[config.mk]
export PLATFORM = sky130hd
export DESIGN_NAME = mrst_ctrl
export DESIGN_NICKNAME = d
export VERILOG_FILES = /design/src/sv/mrst_pkg.sv /design/src/sv/mrst_ctrl.sv
export SDC_FILE = /design/constraint.sdc
export NUM_CORES = 1
export LEC_CHECK = 0
export BUFFER_PORTS_ARGS = -buffer_cell sky130_fd_sc_hd__buf_2
export CORE_ASPECT_RATIO = 0.75
export CORE_MARGIN = 2
export CORE_UTILIZATION = 35
export DETAILED_ROUTE_END_ITERATION = 7
export PLACE_DENSITY = 0.69
export SLEW_MARGIN = 20
export SYNTH_ARGS = -nofsm -noshare
export SYNTH_HDL_FRONTEND = slang
export SYNTH_SLANG_ARGS = --single-unit
[constraint.sdc]
create_clock -name clk -period 2.6 [get_ports clk]
set_input_delay 0.26 -clock clk [delete_from_list [all_inputs] [get_ports clk]]
set_output_delay 0.26 -clock clk [all_outputs]
set_load 0.02 [all_outputs]
[src/sv/mrst_pkg.sv]
`timescale 1ns / 1ps
`default_nettype none
package mrst_pkg;

    localparam int DEPTH     = 1024;
    localparam int IDX_W     = $clog2(DEPTH);
    localparam int CNT_W     = $clog2(DEPTH + 1);
    localparam int DATA_W    = 32;
    localparam int RND_W     = 32;
    localparam int STEP_W    = $clog2(RND_W);
    localparam int IN_DATA_W = DATA_W + RND_W;

    typedef logic [1:0] req_t;
    localparam req_t REQ_INSERT = 2'd0;
    localparam req_t REQ_REMOVE = 2'd1;
    localparam req_t REQ_SAMPLE = 2'd2;

    typedef logic [1:0] status_t;
    localparam status_t ST_OK    = 2'd0;
    localparam status_t ST_FALSE = 2'd1;
    localparam status_t ST_EMPTY = 2'd2;
    localparam status_t ST_FULL  = 2'd3;

    localparam logic [DATA_W-1:0] NONE_VALUE = '1;

    typedef enum logic [2:0] {
        S_IDLE,
        S_SCAN,
        S_INS_WR,
        S_RD_LAST,
        S_MOVE,
        S_DIV,
        S_SMP_DATA,
        S_DONE
    } state_t;

    typedef struct packed {
        logic              we;
        logic [IDX_W-1:0]  waddr;
        logic [DATA_W-1:0] wdata;
        logic              re;
        logic [IDX_W-1:0]  raddr;
    } mem_req_t;

    typedef struct packed {
        logic             done;
        logic [IDX_W-1:0] rem;
    } div_res_t;

    typedef struct packed {
        logic              valid;
        status_t           status;
        logic [DATA_W-1:0] sample;
    } result_t;

endpackage
`default_nettype wire

[src/sv/mrst_ctrl.sv]
`timescale 1ns / 1ps
`default_nettype none
module mrst_ctrl
    import mrst_pkg::*;
(
    input  logic              clk,
    input  logic              rst_n,
    input  logic              s_tvalid,
    output logic              s_tready,
    input  req_t              req_type,
    input  logic [DATA_W-1:0] item_value,
    output logic              div_start,
    output logic [CNT_W-1:0]  div_divisor,
    input  div_res_t          div_res,
    output mem_req_t          mem_req,
    input  logic [DATA_W-1:0] rd_data,
    output result_t           result,
    input  logic              res_ready
);

    state_t            state_reg, state_next;
    logic [CNT_W-1:0]  count_reg, count_next;
    logic [CNT_W-1:0]  scan_reg, scan_next;
    logic              cmp_valid_reg, cmp_valid_next;
    logic [IDX_W-1:0]  cmp_idx_reg, cmp_idx_next;
    logic [IDX_W-1:0]  match_reg, match_next;
    logic              found_reg, found_next;
    req_t              req_reg, req_next;
    logic [DATA_W-1:0] value_reg, value_next;
    status_t           status_reg, status_next;
    logic [DATA_W-1:0] sample_reg, sample_next;

    logic             hit;
    logic             scan_more;
    logic             full;
    logic             empty;
    logic [CNT_W-1:0] last_idx;

    assign hit       = cmp_valid_reg && (rd_data == value_reg);
    assign scan_more = scan_reg < count_reg;
    assign full      = count_reg == CNT_W'(DEPTH);
    assign empty     = count_reg == '0;
    assign last_idx  = count_reg - 1'b1;

    always_comb
    begin
        state_next = state_reg;
        unique case (state_reg)
            S_IDLE:
            begin
                if (s_tvalid)
                begin
                    unique case (req_type)
                        REQ_INSERT: state_next = full ? S_DONE : S_SCAN;
                        REQ_REMOVE: state_next = S_SCAN;
                        REQ_SAMPLE: state_next = empty ? S_DONE : S_DIV;
                        default:    state_next = S_DONE;
                    endcase
                end
            end
            S_SCAN:
            begin
                if (hit)
                begin
                    state_next = (req_reg == REQ_INSERT) ? S_INS_WR : S_RD_LAST;
                end
                else if (!scan_more)
                begin
                    state_next = (req_reg == REQ_INSERT) ? S_INS_WR : S_DONE;
                end
            end
            S_INS_WR:   state_next = S_DONE;
            S_RD_LAST:  state_next = S_MOVE;
            S_MOVE:     state_next = S_DONE;
            S_DIV:      state_next = div_res.done ? S_SMP_DATA : S_DIV;
            S_SMP_DATA: state_next = S_DONE;
            S_DONE:     state_next = res_ready ? S_IDLE : S_DONE;
            default:    state_next = S_IDLE;
        endcase
    end

    always_comb
    begin
        s_tready      = state_reg == S_IDLE;
        div_start     = (state_reg == S_IDLE) && s_tvalid && (req_type == REQ_SAMPLE)
                        && !empty;
        div_divisor   = count_reg;
        mem_req       = '0;
        result.valid  = state_reg == S_DONE;
        result.status = status_reg;
        result.sample = sample_reg;
        unique case (state_reg)
            S_SCAN:
            begin
                mem_req.re    = !hit && scan_more;
                mem_req.raddr = scan_reg[IDX_W-1:0];
            end
            S_INS_WR:
            begin
                mem_req.we    = 1'b1;
                mem_req.waddr = count_reg[IDX_W-1:0];
                mem_req.wdata = value_reg;
            end
            S_RD_LAST:
            begin
                mem_req.re    = 1'b1;
                mem_req.raddr = last_idx[IDX_W-1:0];
            end
            S_MOVE:
            begin
                // Fill the hole with the last live entry.
                mem_req.we    = 1'b1;
                mem_req.waddr = match_reg;
                mem_req.wdata = rd_data;
            end
            S_DIV:
            begin
                mem_req.re    = div_res.done;
                mem_req.raddr = div_res.rem;
            end
            default:
            begin
                mem_req = '0;
            end
        endcase
    end

    always_comb
    begin
        count_next     = count_reg;
        scan_next      = scan_reg;
        cmp_valid_next = cmp_valid_reg;
        cmp_idx_next   = cmp_idx_reg;
        match_next     = match_reg;
        found_next     = found_reg;
        req_next       = req_reg;
        value_next     = value_reg;
        status_next    = status_reg;
        sample_next    = sample_reg;
        unique case (state_reg)
            S_IDLE:
            begin
                if (s_tvalid)
                begin
                    req_next       = req_type;
                    value_next     = item_value;
                    scan_next      = '0;
                    cmp_valid_next = 1'b0;
                    found_next     = 1'b0;
                    status_next    = ST_FALSE;
                    sample_next    = NONE_VALUE;
                    if (req_type == REQ_INSERT && full)
                    begin
                        status_next = ST_FULL;
                    end
                    else if (req_type == REQ_SAMPLE && empty)
                    begin
                        status_next = ST_EMPTY;
                    end
                end
            end
            S_SCAN:
            begin
                // Issue one read per cycle; compare the previous read's data.
                if (hit)
                begin
                    found_next     = 1'b1;
                    match_next     = cmp_idx_reg;
                    cmp_valid_next = 1'b0;
                end
                else if (scan_more)
                begin
                    cmp_valid_next = 1'b1;
                    cmp_idx_next   = scan_reg[IDX_W-1:0];
                    scan_next      = scan_reg + 1'b1;
                end
                else
                begin
                    cmp_valid_next = 1'b0;
                end
            end
            S_INS_WR:
            begin
                count_next  = count_reg + 1'b1;
                status_next = found_reg ? ST_FALSE : ST_OK;
            end
            S_MOVE:
            begin
                count_next  = last_idx;
                status_next = ST_OK;
            end
            S_SMP_DATA:
            begin
                status_next = ST_OK;
                sample_next = rd_data;
            end
            default:
            begin
                count_next = count_reg;
            end
        endcase
    end

    always_ff @(posedge clk or negedge rst_n)
    begin
        if (!rst_n)
        begin
            state_reg     <= S_IDLE;
            count_reg     <= '0;
            scan_reg      <= '0;
            cmp_valid_reg <= 1'b0;
            found_reg     <= 1'b0;
        end
        else
        begin
            state_reg     <= state_next;
            count_reg     <= count_next;
            scan_reg      <= scan_next;
            cmp_valid_reg <= cmp_valid_next;
            found_reg     <= found_next;
        end
    end

    always_ff @(posedge clk)
    begin
        cmp_idx_reg <= cmp_idx_next;
        match_reg   <= match_next;
        req_reg     <= req_next;
        value_reg   <= value_next;
        status_reg  <= status_next;
        sample_reg  <= sample_next;
    end

endmodule
`default_nettype wire

==> metrics, run 1 <==
status finished, final reports clean; Slew Viols, Final 0; largest net degree at the start of global routing 42; type of the worst setup path reg -> out; crit-path leading delay family compound AO/OA/AOI/OAI gates; Die X-Extent 154 um; Initial Util 0.355; Critical Path Source Type flop; CP cell instances clkinv_2, ha_4, nand4_1, o311a_2, o21ai_4, nor2_4, a21o_1, buf_2; worst endpoint data arrival time 2240 ps; CTS tree yes; Fin. Hold Viols 0; Placer Congestion 0.921; Die Y 117 um; R2R cell count 9; reg2reg end scan_reg[5]; Hold WS 25.8 ps; R2R Setup Slk 250 ps; Routed WL per cell 18.9 um; Worst Hold End value_reg[27]; Placed Cells 904; die area 18000 sq um; Yosys cell types 50; CTS Buf Count 17; initial antenna violation count 0; Layout area overhead 36.1%; Buffers & Inverters on Critical Path 2; HP Class in -> reg; standard-cell rows 41; Routed WL 17900 um; H-tree lvl count 4; Slowest-stage cell, CP o311a_2; worst slew pin tran 695 ps; # IOs 183; worst skew pair latency 410 ps; Overflow after GRT 0; Leak 3.37 nW; clock buffer depth 2; DR vias/cell 5.25; mean post-synth cell area 11.9 sq um; ys flop type edfxtp_1; count leader, synth edfxtp_1; sequential share of the synthesized area 0.561; top post-synthesis cells by area edfxtp_1 (45%), dfrtp_1 (11%), a22o_1 (5.9%), xor2_1 (4.6%), or2_2 (3.6%); clk sinks 115; final period utilization 0.963; syn_nets 593; CP Max Fanout 3; Yosys top cell area share 0.447; peak supply drop 398 uV; Mapped Cells 498; root buffer cell clkbuf_16; Peak Freq 399 MHz; power per standard cell area 1130 nW/um^2; Port-buffer cells 182; setup TNS 0 ps; min cycle time layout 2500 ps; worst slew margin relative to its limit 0.537; Finish-stage setup viols 0; Synth top cells by count edfxtp_1 (88), a22o_1 (40), or2_2 (34); Routed Antenna Nets 0; Synth area leader edfxtp_1; RSZ-0062 raised after global routing no; number of DRC markers in iteration 0 375; clk_skew 10.0 ps; Inserted Diodes 0; #FFs+latches synth 115; number of global-route vias before repair 4538; EDFF count, synth 88; vias post-DR 4969; Min-Delay Startpoint item_value[27]; DRT Pass-1 Iters 5; fin cells 946; total power draw 9.11 mW; crit-path max cell delay 440 ps; share of cells above drive strength 1 0.434; DRC Markers 0; core area 16700 sq um; Critical Path Source div_divisor[6]; Required @ worst endpoint 2340 ps; Max-Cap Viols 0; final net count 813; Worst Setup End Kind output port; ys async rst share 0.235; GRT Total Usage 0.192; HPWL Detailed 13000 um; Syn Std Cell Area 5910 sq um; register clock-pin slew on the reported worst setup and hold paths 60 ps; yosys warns 0; Worst Hold Path Cells 1; FF-to-FF Start div_divisor[9]; first-pass GRT wire length 25900 um
==> cells in the final DEF, fill, tap and decap left out, types with 12 or more instances in the layout <==
master     count
o21ai_0       15
xor2_1        31
edfxtp_1      88
clkbuf_16     17
a21oi_1       13
dfrtp_1       23
buf_2        182
ha_1          13
inv_1         16
mux2i_1       12
a22o_1        40
nor2_1        27
or2_2         34
buf_4         44
nand2_1       25
xnor2_1       19
==> per-stage QoR <==
stage                     worst slack (ps)   util  cell area (sq um)
after detailed placement               225  0.437               7290
final                                 95.9  0.483               8050
after global placement                 136  0.437               7290
after global routing               0.00488  0.483               8050
after CTS                             4.38  0.479               7980
after floorplan                       94.6      -               5920
==> logic make-up (layout without fill, tap and decap cells) <==
family / after synthesis / after routing / share of synthesized area
and+or+nand+nor: 151 / 151 / 0.140
AOI/OAI and AO/OA: 109 / 109 / 0.141
xor gates and xnor gates: 50 / 50 / 0.0741
DFF: 115 / 115 / 0.561
muxes: 12 / 12 / 0.0203
buffers and inverters: 47 / 280 / 0.0345
adders and majority gates: 14 / 14 / 0.0296
==> power by group <==
part,switching (mW),internal [mW],leakage (nW),total [mW]
sequential,0.285,2.45,1.07,2.73
combinational,2.41,1.51,2.00,3.92
clock,0.813,1.64,0.298,2.45
total,3.51,5.60,3.37,9.11
==> routing by layer <==
metal,up-vias,global-route usage,share of wire
met5,-,0,0
met2,181,0.298,0.46
met3,17,0.0434,0.063
met1,2471,0.269,0.47
met4,0,0.0636,0.012
li1,2300,-,-
==> how the worst max path moves through the flow <==
stage | endpoint | cells past startpoint | slack [ps]
after floorplan | mem_req[10] | 10 | 90
after global placement | mem_req[10] | 7 | 140
after detailed placement | mem_req[10] | 7 | 220
after CTS | mem_req[10] | 9 | 4
after global routing | mem_req[9] | 8 | 0.005
final | mem_req[10] | 8 | 100
==> layout make-up <==
| cell class | instances | area [sq um] |
|---|---|---|
| clock buffers | 21 | 460 |
| well taps | 215 | 269 |
| multi-input cells | 336 | 2460 |
| fillers | 1507 | 8630 |
| flip-flops and latches | 115 | 3320 |
| inverters | 18 | 70.1 |
| repair buffers | 230 | 1300 |
| clock inverters | 11 | 158 |
==> repair_timing <==
action | in CTS | in global routing
cloned | 0 | 0
pin swaps | 3 | 3
buffers inserted | 3 | 6
endpoints found under the setup margin | 1 | 12
endpoints found under the hold margin | 27 | 0
gates resized for setup | 6 | 8
hold buffers | 1 | 0
No activity file was read; power rests on OpenSTA's default activity.
==> run 2: changes to the inputs <==
--- a/config.mk
+++ b/config.mk
@@ -10,7 +10,7 @@
 export CORE_MARGIN = 2
 export CORE_UTILIZATION = 35
 export DETAILED_ROUTE_END_ITERATION = 7
-export PLACE_DENSITY = 0.69
+export PLACE_DENSITY_LB_ADDON = 0.08
 export SLEW_MARGIN = 20
 export SYNTH_ARGS = -nofsm -noshare
 export SYNTH_HDL_FRONTEND = slang
==> run 2 against run 1 <==
Core utilization shrank 0.30 points. Critical path type unchanged. First-iteration DRC count is 3.2% lower. Critical path depth is 1 lower. Clock-buffer cell count is 3 lower. Hold slack worse by 7.5 ps. Maximum frequency decreased by 2.7%.
==> metrics, run 2 (same netlist as run 1, synthesis figures left out) <==
status finished, final reports clean; GRT Total Usage 0.196; clk_skew 14.8 ps; Port-buffer cells 182; cell internal pwr 5.41 mW; most common cell after layout, fill and taps aside buf_2; worst slew pin tran 749 ps; worst skew pair latency 420 ps; DRT Pass-1 Iters 6; Multi-input gate area 2470 sq um; worst endpoint data arrival time 2310 ps; sequential power share 0.304; worst slew margin relative to its limit 0.500; Required @ worst endpoint 2340 ps; vias post-DR 4856; H-tree lvl count 4; peak supply drop 506 uV; CP cell instances xor2_1, nor4_2, nand4_1, nor3_4, nor2_4, a21o_1, buf_2; Logic pwr share 0.433; Finish-stage setup viols 0; Peak Freq 389 MHz; core area 16700 sq um; Inserted Diodes 0; crit-path leading delay family simple AND/OR/NAND/NOR gates; Routed WL per cell 19.0 um; clock buffer depth 2; initial antenna violation count 0; first-pass GRT wire length 26700 um; DRC Markers 0; Slew Viols, Final 0; Storage cell area 3320 sq um; Die Y 117 um; type of the worst setup path reg -> out; Buffers & Inverters on Critical Path 1; post-route cell area 8000 sq um; Initial Util 0.355; switching share of power 0.397; crit-path max cell delay 420 ps; number of DRC markers in iteration 0 363; Placer Congestion 0.852; Die X-Extent 154 um; Critical Path Source Type flop; commonest non-fill, non-tap cells in the layout buf_2 (182), edfxtp_1 (88), a22o_1 (40); HP Class in -> reg; fillers 1549; final period utilization 0.989; clk sinks 115; HPWL Detailed 13000 um; switching power 3.56 mW; root buffer cell clkbuf_16; min cycle time layout 2570 ps; Routed WL 17900 um; largest net degree at the start of global routing 34; Fin. Hold Viols 0; CTS tree yes; power per standard cell area 1120 nW/um^2; Placed Cells 901; DR vias/cell 5.17; CP Max Fanout 4; RSZ-0062 raised after global routing yes; register clock-pin slew on the reported worst setup and hold paths 60 ps; Hold WS 18.3 ps; Layout area overhead 35.2%; clock power share 0.263; Worst Setup End Kind output port; Slowest-stage cell, CP nor4_2; Overflow after GRT 0; share of cells above drive strength 1 0.430; CTS Buf Count 17; Max-Cap Viols 0; cell area after placement 7280 sq um; final net count 807; # IOs 183; Leak 3.32 nW; die area 18000 sq um; Routed Antenna Nets 0; fin cells 940; standard-cell rows 41; number of global-route vias before repair 4697
## run 2: path summary, 6_finish.rpt
check,depth (start not counted),from,slack [ps],endpoint
worst max register to register,9,div_divisor[10],230,scan_reg[3]
worst min register to register,0,cmp_idx_reg[5],410,match_reg[5]
min in group asynchronous,2,rst_n,460,scan_reg[9]
max in group asynchronous,2,rst_n,1620,div_divisor[5]
worst max-delay path,7,value_reg[26],30,mem_req[10]
worst min-delay path,1,item_value[7],20,value_reg[7]
## run 2: power by group through the flow
stage	Sequential, mW	Combinational, mW	Clock, mW
2_1_floorplan	2.96	2.11	0
3_3_place_gp	2.75	3.76	0
3_5_place_dp	2.75	3.79	0
5_1_grt	2.77	4.21	2.49
6_report	2.73	3.88	2.36
4_1_cts	2.72	3.85	2.40
## run 2: area by class of cell
type / instances / share of cell area
Clock buffer: 18 / 0.0537
Clock inverter: 14 / 0.0203
Inverter: 18 / 0.00876
Multi-Input combinational cell: 336 / 0.309
Sequential cell: 115 / 0.415
Tap cell: 215 / 0.0336
Timing Repair Buffer: 224 / 0.159
## run 2: metrics by stage
stage,setup WS [ps],TNS [ps],util,total power [mW]
2_1_floorplan,94.6,0,-,5.07
6_report,27.4,0,0.480,8.97
4_1_cts,-25.0,-25.0,0.475,8.96
5_1_grt,-73.3,-73.3,0.480,9.47
3_3_place_gp,200,0,0.437,6.51
3_5_place_dp,237,0,0.437,6.54
## run 2: what timing repair did
| action | CTS | global route |
|---|---|---|
| hold endpoints to repair | 27 | 3 |
| resized for setup | 6 | 9 |
| gates cloned | 0 | 0 |
| pin swaps | 1 | 4 |
| setup endpoints to repair | 2 | 7 |
| setup buffers | 1 | 2 |
| hold buffers | 1 | 3 |
## run 2: routing by layer
layer  track usage  vias up  share of wire
li1              -     2283              -
met1         0.284     2375           0.47
met2         0.292      186           0.45
met3        0.0557       12          0.063
met4        0.0480        0          0.010
met5             0        -              0
