===== src/sv/mrst_pkg.sv =====
`timescale 1ns / 1ps
`default_nettype none
package mrst_pkg;

    localparam int DEPTH     = 1024;
    localparam int IDX_W     = $clog2(DEPTH);
    localparam int CNT_W     = $clog2(DEPTH + 1);
    localparam int DATA_W    = 32;
    localparam int RND_W     = 32;
    localparam int STEP_W    = $clog2(RND_W);
    localparam int IN_DATA_W = DATA_W + RND_W;

    typedef logic [1:0] req_t;
    localparam req_t REQ_INSERT = 2'd0;
    localparam req_t REQ_REMOVE = 2'd1;
    localparam req_t REQ_SAMPLE = 2'd2;

    typedef logic [1:0] status_t;
    localparam status_t ST_OK    = 2'd0;
    localparam status_t ST_FALSE = 2'd1;
    localparam status_t ST_EMPTY = 2'd2;
    localparam status_t ST_FULL  = 2'd3;

    localparam logic [DATA_W-1:0] NONE_VALUE = '1;

    typedef enum logic [2:0] {
        S_IDLE,
        S_SCAN,
        S_INS_WR,
        S_RD_LAST,
        S_MOVE,
        S_DIV,
        S_SMP_DATA,
        S_DONE
    } state_t;

    typedef struct packed {
        logic              we;
        logic [IDX_W-1:0]  waddr;
        logic [DATA_W-1:0] wdata;
        logic              re;
        logic [IDX_W-1:0]  raddr;
    } mem_req_t;

    typedef struct packed {
        logic             done;
        logic [IDX_W-1:0] rem;
    } div_res_t;

    typedef struct packed {
        logic              valid;
        status_t           status;
        logic [DATA_W-1:0] sample;
    } result_t;

endpackage
`default_nettype wire


===== src/sv/mrst_div.sv =====
`timescale 1ns / 1ps
`default_nettype none
module mrst_div
    import mrst_pkg::*;
(
    input  logic             clk,
    input  logic             rst_n,
    input  logic             start,
    input  logic [RND_W-1:0] dividend,
    input  logic [CNT_W-1:0] divisor,
    output div_res_t         res
);

    logic              busy_reg, busy_next;
    logic              done_reg, done_next;
    logic [STEP_W-1:0] step_reg, step_next;
    logic [RND_W-1:0]  dvd_reg, dvd_next;
    logic [CNT_W-1:0]  rem_reg, rem_next;

    logic [CNT_W:0] shifted;
    logic [CNT_W:0] trial;
    logic           fits;

    // One restoring remainder step per cycle, MSB first.
    assign shifted = {rem_reg, dvd_reg[RND_W-1]};
    assign trial   = shifted - {1'b0, divisor};
    assign fits    = shifted >= {1'b0, divisor};

    always_comb
    begin
        busy_next = busy_reg;
        done_next = 1'b0;
        step_next = step_reg;
        dvd_next  = dvd_reg;
        rem_next  = rem_reg;
        if (start)
        begin
            busy_next = 1'b1;
            step_next = '0;
            dvd_next  = dividend;
            rem_next  = '0;
        end
        else if (busy_reg)
        begin
            rem_next  = fits ? trial[CNT_W-1:0] : shifted[CNT_W-1:0];
            dvd_next  = {dvd_reg[RND_W-2:0], 1'b0};
            step_next = step_reg + 1'b1;
            if (step_reg == STEP_W'(RND_W - 1))
            begin
                busy_next = 1'b0;
                done_next = 1'b1;
            end
        end
    end

    always_ff @(posedge clk or negedge rst_n)
    begin
        if (!rst_n)
        begin
            busy_reg <= 1'b0;
            done_reg <= 1'b0;
            step_reg <= '0;
        end
        else
        begin
            busy_reg <= busy_next;
            done_reg <= done_next;
            step_reg <= step_next;
        end
    end

    always_ff @(posedge clk)
    begin
        dvd_reg <= dvd_next;
        rem_reg <= rem_next;
    end

    assign res.done = done_reg;
    assign res.rem  = rem_reg[IDX_W-1:0];

endmodule
`default_nettype wire


===== config.mk =====
export PLATFORM = sky130hd
export DESIGN_NAME = mrst_div
export DESIGN_NICKNAME = d
export VERILOG_FILES = /design/src/sv/mrst_pkg.sv /design/src/sv/mrst_div.sv
export SDC_FILE = /design/constraint.sdc
export NUM_CORES = 1
export LEC_CHECK = 0
export BUFFER_PORTS_ARGS = -buffer_cell sky130_fd_sc_hd__buf_2
export CAP_MARGIN = 10
export CELL_PAD_IN_SITES_DETAIL_PLACEMENT = 2
export CELL_PAD_IN_SITES_GLOBAL_PLACEMENT = 2
export CORE_ASPECT_RATIO = 1.1
export CORE_MARGIN = 3
export CORE_UTILIZATION = 38
export DETAILED_ROUTE_END_ITERATION = 16
export PLACE_DENSITY_LB_ADDON = 0.1
export SKIP_CTS_REPAIR_TIMING = 1
export SYNTH_ARGS = -nofsm -noshare
export SYNTH_HDL_FRONTEND = slang
export SYNTH_SLANG_ARGS = --single-unit

===== constraint.sdc =====
create_clock -name clk -period 6.3 [get_ports clk]
set_input_delay 0.315 -clock clk [delete_from_list [all_inputs] [get_ports clk]]
set_output_delay 0.315 -clock clk [all_outputs]
set_load 0.005 [all_outputs]

==> summary.txt, run 1 <==
Setup path
  – Worst setup path class: register to register
  – Required time worst endpoint: 6.53 ns
  – Critical path peak fanout: 4
  – Endpoint kind of the worst setup timing path: register
  – Type of element launching the critical path: register
  – Arrival time at the worst endpoint: 2.76 ns

Global routing
  – Total global routing overflow: 0
  – GRT Max-Usage Layer: met2
  – Via count of the first global-routing pass: 2212
  – Wire length of the first global-routing pass: 11200 um
  – GRT Resource Usage Total: 17.3%
  – Global routing usage on met1: 21.2%
  – Pin count of the biggest net entering global routing: 47
  – Global-route track usage on met3: 3.99%
  – Number of antenna violations at the first check in global routing: 0
  – Met2 usage in global routing: 30.4%

STA
  – Worst rel slew slack: 51.5%
  – Final critical path time including I/O delays and setup: 2.53 ns
  – Accumulated negative setup slack: 0 ns
  – Setup repair after global routing missed its margin: no
  – Final Max Slew Viols: 0
  – Worst-margin pin slew: 0.727 ns
  – Post-route fraction of the period consumed by the critical path: 40.1%
  – Max Clock Freq: 396 MHz
  – Worst setup margin: 3.77 ns
  – Final Hold Violating Endpoints: 0
  – Clock skew: 0.00970 ns
  – # setup viols final: 0

Die
  – Width of the chip: 88.4 um
  – Die footprint: 8530 um2
  – Effective utilization at floorplan: 39.8%
  – Floorplan die height: 96.6 um
  – Placeable core region: 7130 um2
  – # rows: 32
  – Top-level I/O count: 57

Hold path
  – Worst min-delay path class: input pin to register

Finish
  – Count of non-filler cells in the finished layout: 384
  – Fraction of final layout cells with drive strength greater than 1: 33.8%
  – Largest register FFs: 32
  – Area overhead of the layout relative to synthesis: 13.2%
  – Antenna Cells: 0
  – Number of inserted filler cells in the final layout: 760
  – Final #Nets: 358

Drt
  – Violation count after the first detailed-routing iteration: 46
  – Remaining design rule violation count: 0
  – Routed len/inst: 17.5 um
  – DR vias: 2027
  – Final wirelength: 6710 um
  – Post-detailed-route via-to-cell ratio: 5.28
  – Count of TritonRoute iterations in the first routing pass: 4
  – DRT antenna net count: 0

Run status
  – Run status: completed

Placed design
  – Count of buffers inserted at the top-level ports: 56
  – Half-perimeter wire length of the detailed placement result: 5040 um
  – Pre-CTS WS: 3.74 ns
  – Placed insts: 375
  – Routability-driven placement congestion ratio: 0.740

CTS
  – CTS tree: built
  – CTS buffer count: 5
  – Insertion delay of the later-clocked pin in the worst-skew pair: 0.32 ns
  – CTS sink cnt: 50
  – Clock Path Buffers: 2
  – Number of H-tree levels: 2
  – Clock transition at the registers of the reported paths: 0.10 ns
  – Clk Tree Root Cell: clkbuf_8

Power
  – Lkg Pwr: 1.45 nW
  – Overall power consumption: 0.00109 W
  – Register share of total power: 41.2%
  – Net Switching: 0.000400 W
  – Cell internal pwr: 0.000687 W
  – Cell Pwr Density: 339 nW/um2
  – Sw frac: 36.8%
  – Combinational Power Share: 39.5%
  – Share of power burned in the clock network: 19.3%
  – Peak supply drop: 0.000122 V

Synthesis
  – Post-Synthesis Mean Instance Area: 11.2 um2
  – Post-synth net total: 313
  – Top flip-flop cell by instance count after synthesis: edfxtp_1
  – Synthesized instance count: 253
  – Unique masters post-synth: 50
  – Share of synthesized flip-flops with an asynchronous set or reset: 14.0%
  – Yosys Warn Count: 0
  – Number of enable-type register cells in the synthesized netlist: 32
  – Sequential fraction of the synthesis area: 47.8%
  – Post-synthesis instance area: 2840 um2
  – Post-synthesis sequential element count: 50

Flow run
  – Maxcap violations: 0
logic make-up (layout without fill, tap and decap cells):
| kind of cell | count (synthesis) | in the layout | share of synthesized area (%) |
|---|---|---|---|
| xor gates and xnor gates | 6 | 6 | 1.85 |
| buffers and inverters | 37 | 83 | 6.88 |
| and+or+nand+nor | 63 | 63 | 11.1 |
| muxes | 40 | 40 | 15.5 |
| AOI/OAI and AO/OA | 43 | 43 | 10.3 |
| DFF | 50 | 50 | 47.8 |
| adders and majority gates | 14 | 14 | 6.44 |
area by class of cell:
| type | count | area (um2) | area share (%) |
|---|---|---|---|
| sequential | 50 | 1360 | 42.3 |
| multi-input combinational | 166 | 1280 | 40.0 |
| timing repair buffer | 59 | 305 | 9.52 |
| tap | 85 | 106 | 3.32 |
| clock buffer | 5 | 68.8 | 2.15 |
| inverter | 16 | 60.1 | 1.87 |
| clock inverter | 3 | 27.5 | 0.858 |
power groups by stage:
stage | logic (W) | clock network, W | registers [W]
after floorplan | 0.000361 | 0 | 0.000438
after global placement | 0.000423 | 0 | 0.000455
after detailed placement | 0.000435 | 0 | 0.000458
after CTS | 0.000438 | 0.000214 | 0.000451
after global routing | 0.000491 | 0.000228 | 0.000458
final | 0.000429 | 0.000209 | 0.000448
worst max-delay path, cell delays in order (launching register included):
cell and delay, ns:
edfxtp_1 0.34, inv_1 0.06, ha_1 0.20, fa_1 0.40, nand2b_1 0.17, a21oi_1 0.24
o2111a_1 0.30, nor2_1 0.11, or3b_1 0.38, a311oi_1 0.24
cell usage after synthesis, types with 3 or more instances:
| master | instances | area (um2) |
|---|---|---|
| a21o_1 | 3 | 22.5 |
| a21oi_1 | 8 | 40.0 |
| and3_1 | 3 | 18.8 |
| buf_4 | 11 | 82.6 |
| clkbuf_1 | 6 | 22.5 |
| dfrtp_1 | 7 | 175 |
| dfxtp_1 | 11 | 220 |
| edfxtp_1 | 32 | 961 |
| ha_1 | 13 | 163 |
| inv_1 | 16 | 60.1 |
| mux2_2 | 32 | 360 |
| mux2i_1 | 8 | 80.1 |
| nand2_1 | 12 | 45.0 |
| nor2_1 | 27 | 101 |
| nor2b_1 | 3 | 18.8 |
| nor3_1 | 3 | 15.0 |
| o21ai_0 | 11 | 55.1 |
| xnor2_1 | 3 | 26.3 |
| xor2_1 | 3 | 26.3 |
cells in the final DEF (no fill, tap or decap), drive strengths merged, types with 8 or more instances in the layout:
master	Yosys	routed
ha	13	13
inv	16	18
buf	15	58
dfxtp	11	11
a21oi	8	8
mux2	32	32
edfxtp	32	32
o21ai	11	11
nor2	27	27
mux2i	8	8
nand2	12	12
metal layers:
metal	up-vias	wire [um]	share of wire, %
li1	991	-	-
met5	-	0	0
met1	991	2960	44
met4	0	74	1.1
met2	38	3420	51
met3	7	258	3.8
path summary, 6_finish.rpt:
| check | from | endpoint | slack, ns | depth (start not counted) |
|---|---|---|---|---|
| hold reg to reg | rem_reg[8] | rem_reg[8] | 0.53 | 2 |
| setup / recovery | dvd_reg[31] | rem_reg[6] | 3.77 | 9 |
| hold / removal | dividend[0] | dvd_reg[0] | 0.28 | 2 |
| min in group asynchronous | rst_n | done_reg | 0.35 | 2 |
| max in group asynchronous | rst_n | step_reg[4] | 5.79 | 2 |
| setup reg to reg | dvd_reg[31] | rem_reg[6] | 3.77 | 9 |
per-stage QoR:
stage | util [%] | instance area (um2) | hold slack, ns
after floorplan | - | 2840 | 0.0194
after global placement | 43.5 | 3100 | 0.161
after detailed placement | 43.5 | 3100 | 0.166
after CTS | 44.9 | 3200 | -0.185
after global routing | 45.0 | 3210 | 0.283
final | 45.0 | 3210 | 0.278
No activity file was read; power rests on OpenSTA's default activity.
==> inputs of run 2 (changes only) <==
--- a/config.mk
+++ b/config.mk
@@ -11,7 +11,7 @@
 export CELL_PAD_IN_SITES_GLOBAL_PLACEMENT = 2
 export CORE_ASPECT_RATIO = 1.1
 export CORE_MARGIN = 3
-export CORE_UTILIZATION = 38
+export CORE_UTILIZATION = 32
 export DETAILED_ROUTE_END_ITERATION = 16
 export PLACE_DENSITY_LB_ADDON = 0.1
 export SKIP_CTS_REPAIR_TIMING = 1
==> constraint.sdc (replaced) <==
create_clock -name clk -period 2.2 [get_ports clk]
set_input_delay 0.11 -clock clk [delete_from_list [all_inputs] [get_ports clk]]
set_output_delay 0.11 -clock clk [all_outputs]
set_load 0.005 [all_outputs]
==> summary.txt, run 2 (synthesized netlist as in run 1, its figures left out) <==
Run status
  – Run status: finished, violations left (was completed)
  – Failing checks: negative setup slack

Die
  – # rows: 35 (was 32)
  – Effective utilization at floorplan: 33.4% (was 39.8%)
  – Floorplan die height: 105 um (was 96.6 um)
  – Width of the chip: 95.7 um (was 88.4 um)
  – Placeable core region: 8500 um2 (was 7130 um2)
  – Top-level I/O count: 57 (unchanged)
  – Die footprint: 10000 um2 (was 8530 um2)

Finish
  – Multi-input gate area in the final layout: 1380 um2 (was 1280 um2)
  – Count of non-filler cells in the finished layout: 438 (was 384)
  – Number of inserted filler cells in the final layout: 929 (was 760)
  – Final #Nets: 386 (was 358)
  – Largest register FFs: 32 (unchanged)
  – Fraction of final layout cells with drive strength greater than 1: 45.9% (was 33.8%)
  – Most common cell after layout, fill and taps aside: buf_2 (unchanged)
  – Sequential Area: 1360 um2 (about the same)
  – Area overhead of the layout relative to synthesis: 25.0% (was 13.2%)
  – Commonest non-fill, non-tap cells in the layout: buf_2 (56), mux2_2 (32), edfxtp_1 (32) (unchanged)
  – Antenna Cells: 0 (unchanged)

Setup path
  – Worst setup path class: register to register (unchanged)
  – Endpoint kind of the worst setup timing path: register (unchanged)
  – Top Family by Delay on Critical Path: compound AO/OA/AOI/OAI gates (unchanged)
  – Arrival time at the worst endpoint: 2.50 ns (was 2.76 ns)
  – Type of element launching the critical path: register (unchanged)
  – Critical-path cell list: inv_2 > ha_4 > fa_2 > nand2b_4 > a21oi_2 > o2111a_2 > nor2_4 > or3b_1 > a311oi_1 (was inv_1 > ha_1 > fa_1 > nand2b_1 > a21oi_1 > o2111a_1 > nor2_1 > or3b_1 > a311oi_1)
  – Critical path peak fanout: 4 (unchanged)
  – Required time worst endpoint: 2.43 ns (was 6.53 ns)
  – FF-to-FF setup slack: -0.07 ns (was 3.77 ns)
  – Total buffers and inverters traversed by the critical path: 1 (unchanged)
  – Longest individual stage delay on the worst path: 0.36 ns (was 0.40 ns)
  – Standard cell with the maximum stage delay on the critical path: edfxtp_1 (was fa_1)

Hold path
  – Worst min-delay path class: input pin to register (unchanged)

STA
  – Worst rel slew slack: 53.8% (was 51.5%)
  – Clock skew: 0.00600 ns (was 0.00970 ns)
  – Accumulated negative setup slack: -0.157 ns (was 0 ns)
  – Post-Route Hold Slack: 0.0866 ns (was 0.278 ns)
  – Worst-margin pin slew: 0.690 ns (was 0.727 ns)
  – Final critical path time including I/O delays and setup: 2.27 ns (was 2.53 ns)
  – Final Max Slew Viols: 0 (unchanged)
  – Worst setup margin: -0.0735 ns (was 3.77 ns)
  – Post-route fraction of the period consumed by the critical path: 103% (was 40.1%)
  – Final Hold Violating Endpoints: 0 (unchanged)
  – Setup repair after global routing missed its margin: yes (was no)
  – # setup viols final: 4 (was 0)
  – Max Clock Freq: 440 MHz (was 396 MHz)

Global routing
  – Via count of the first global-routing pass: 2340 (was 2212)
  – Number of antenna violations at the first check in global routing: 0 (unchanged)
  – Pin count of the biggest net entering global routing: 33 (was 47)
  – Wire length of the first global-routing pass: 11800 um (was 11200 um)
  – GRT Resource Usage Total: 15.1% (was 17.3%)
  – Total global routing overflow: 0 (unchanged)

Drt
  – Post-detailed-route via-to-cell ratio: 4.92 (was 5.28)
  – Remaining design rule violation count: 0 (unchanged)
  – Final wirelength: 7470 um (was 6710 um)
  – Routed len/inst: 17.1 um (was 17.5 um)
  – Count of TritonRoute iterations in the first routing pass: 4 (unchanged)
  – DR vias: 2155 (was 2027)
  – DRT antenna net count: 0 (unchanged)
  – Violation count after the first detailed-routing iteration: 56 (was 46)

CTS
  – CTS tree: built (unchanged)
  – CTS sink cnt: 50 (unchanged)
  – Insertion delay of the later-clocked pin in the worst-skew pair: 0.31 ns (was 0.32 ns)
  – Number of H-tree levels: 2 (unchanged)
  – Clock Path Buffers: 2 (unchanged)
  – Clock transition at the registers of the reported paths: 0.11 ns (was 0.10 ns)
  – Clk Tree Root Cell: clkbuf_8 (unchanged)
  – CTS buffer count: 5 (unchanged)

Placed design
  – Routability-driven placement congestion ratio: 0.750 (was 0.740)
  – Placed insts: 422 (was 375)
  – Count of buffers inserted at the top-level ports: 56 (unchanged)
  – Half-perimeter wire length of the detailed placement result: 5580 um (was 5040 um)

Power
  – Lkg Pwr: 1.59 nW (was 1.45 nW)
  – Cell Pwr Density: 993 nW/um2 (was 339 nW/um2)
  – Peak supply drop: 0.000321 V (was 0.000122 V)

Flow run
  – Maxcap violations: 0 (unchanged)
==> run 2: worst register-to-register path: stages (launching register included) <==
cell	delay, ns
edfxtp_1	0.36
inv_2	0.05
ha_4	0.16
fa_2	0.36
nand2b_4	0.16
a21oi_2	0.15
o2111a_2	0.30
nor2_4	0.05
or3b_1	0.36
a311oi_1	0.25
==> run 2: routing by layer <==
metal  track usage, %  share of wire (%)
met5                0                  0
met4             3.15               0.19
met3             3.53                4.7
met2             26.4                 53
met1             18.7                 42
==> run 2: final timing paths <==
path,from,end,cells after the start
worst max-delay path,dvd_reg[31],rem_reg[6],9
worst min-delay path,dividend[0],dvd_reg[0],2
worst max register to register,dvd_reg[31],rem_reg[6],9
worst min register to register,rem_reg[2],rem_reg[2],2
max in group asynchronous,rst_n,step_reg[1],2
min in group asynchronous,rst_n,step_reg[3],2
==> run 2: cell type report <==
class | instances | share of cell area (%)
Clock inverter | 3 | 0.777
Inverter | 16 | 1.69
Sequential cell | 50 | 38.5
Tap cell | 111 | 3.92
Clock buffer | 5 | 1.94
Multi-Input combinational cell | 167 | 38.9
Timing Repair Buffer | 86 | 14.3
==> run 2: report_power, final <==
part | total (W) | switching (W) | internal [W] | leakage (nW)
logic | 0.00167 | 0.000838 | 0.000830 | 1.02
clock network | 0.000586 | 0.000350 | 0.000237 | 0.0467
registers | 0.00126 | 0.0000972 | 0.00117 | 0.523
==> run 2: through the flow <==
stage,setup WS (ns),power [W],util (%),area (um2)
final,-0.0735,0.00352,41.7,3540
after global placement,-0.0157,0.00276,38.9,3310
after floorplan,0.0300,0.00231,-,2850
after global routing,-0.135,0.00380,41.7,3540
after CTS,-0.121,0.00341,40.1,3400
after detailed placement,-0.0890,0.00280,38.9,3310
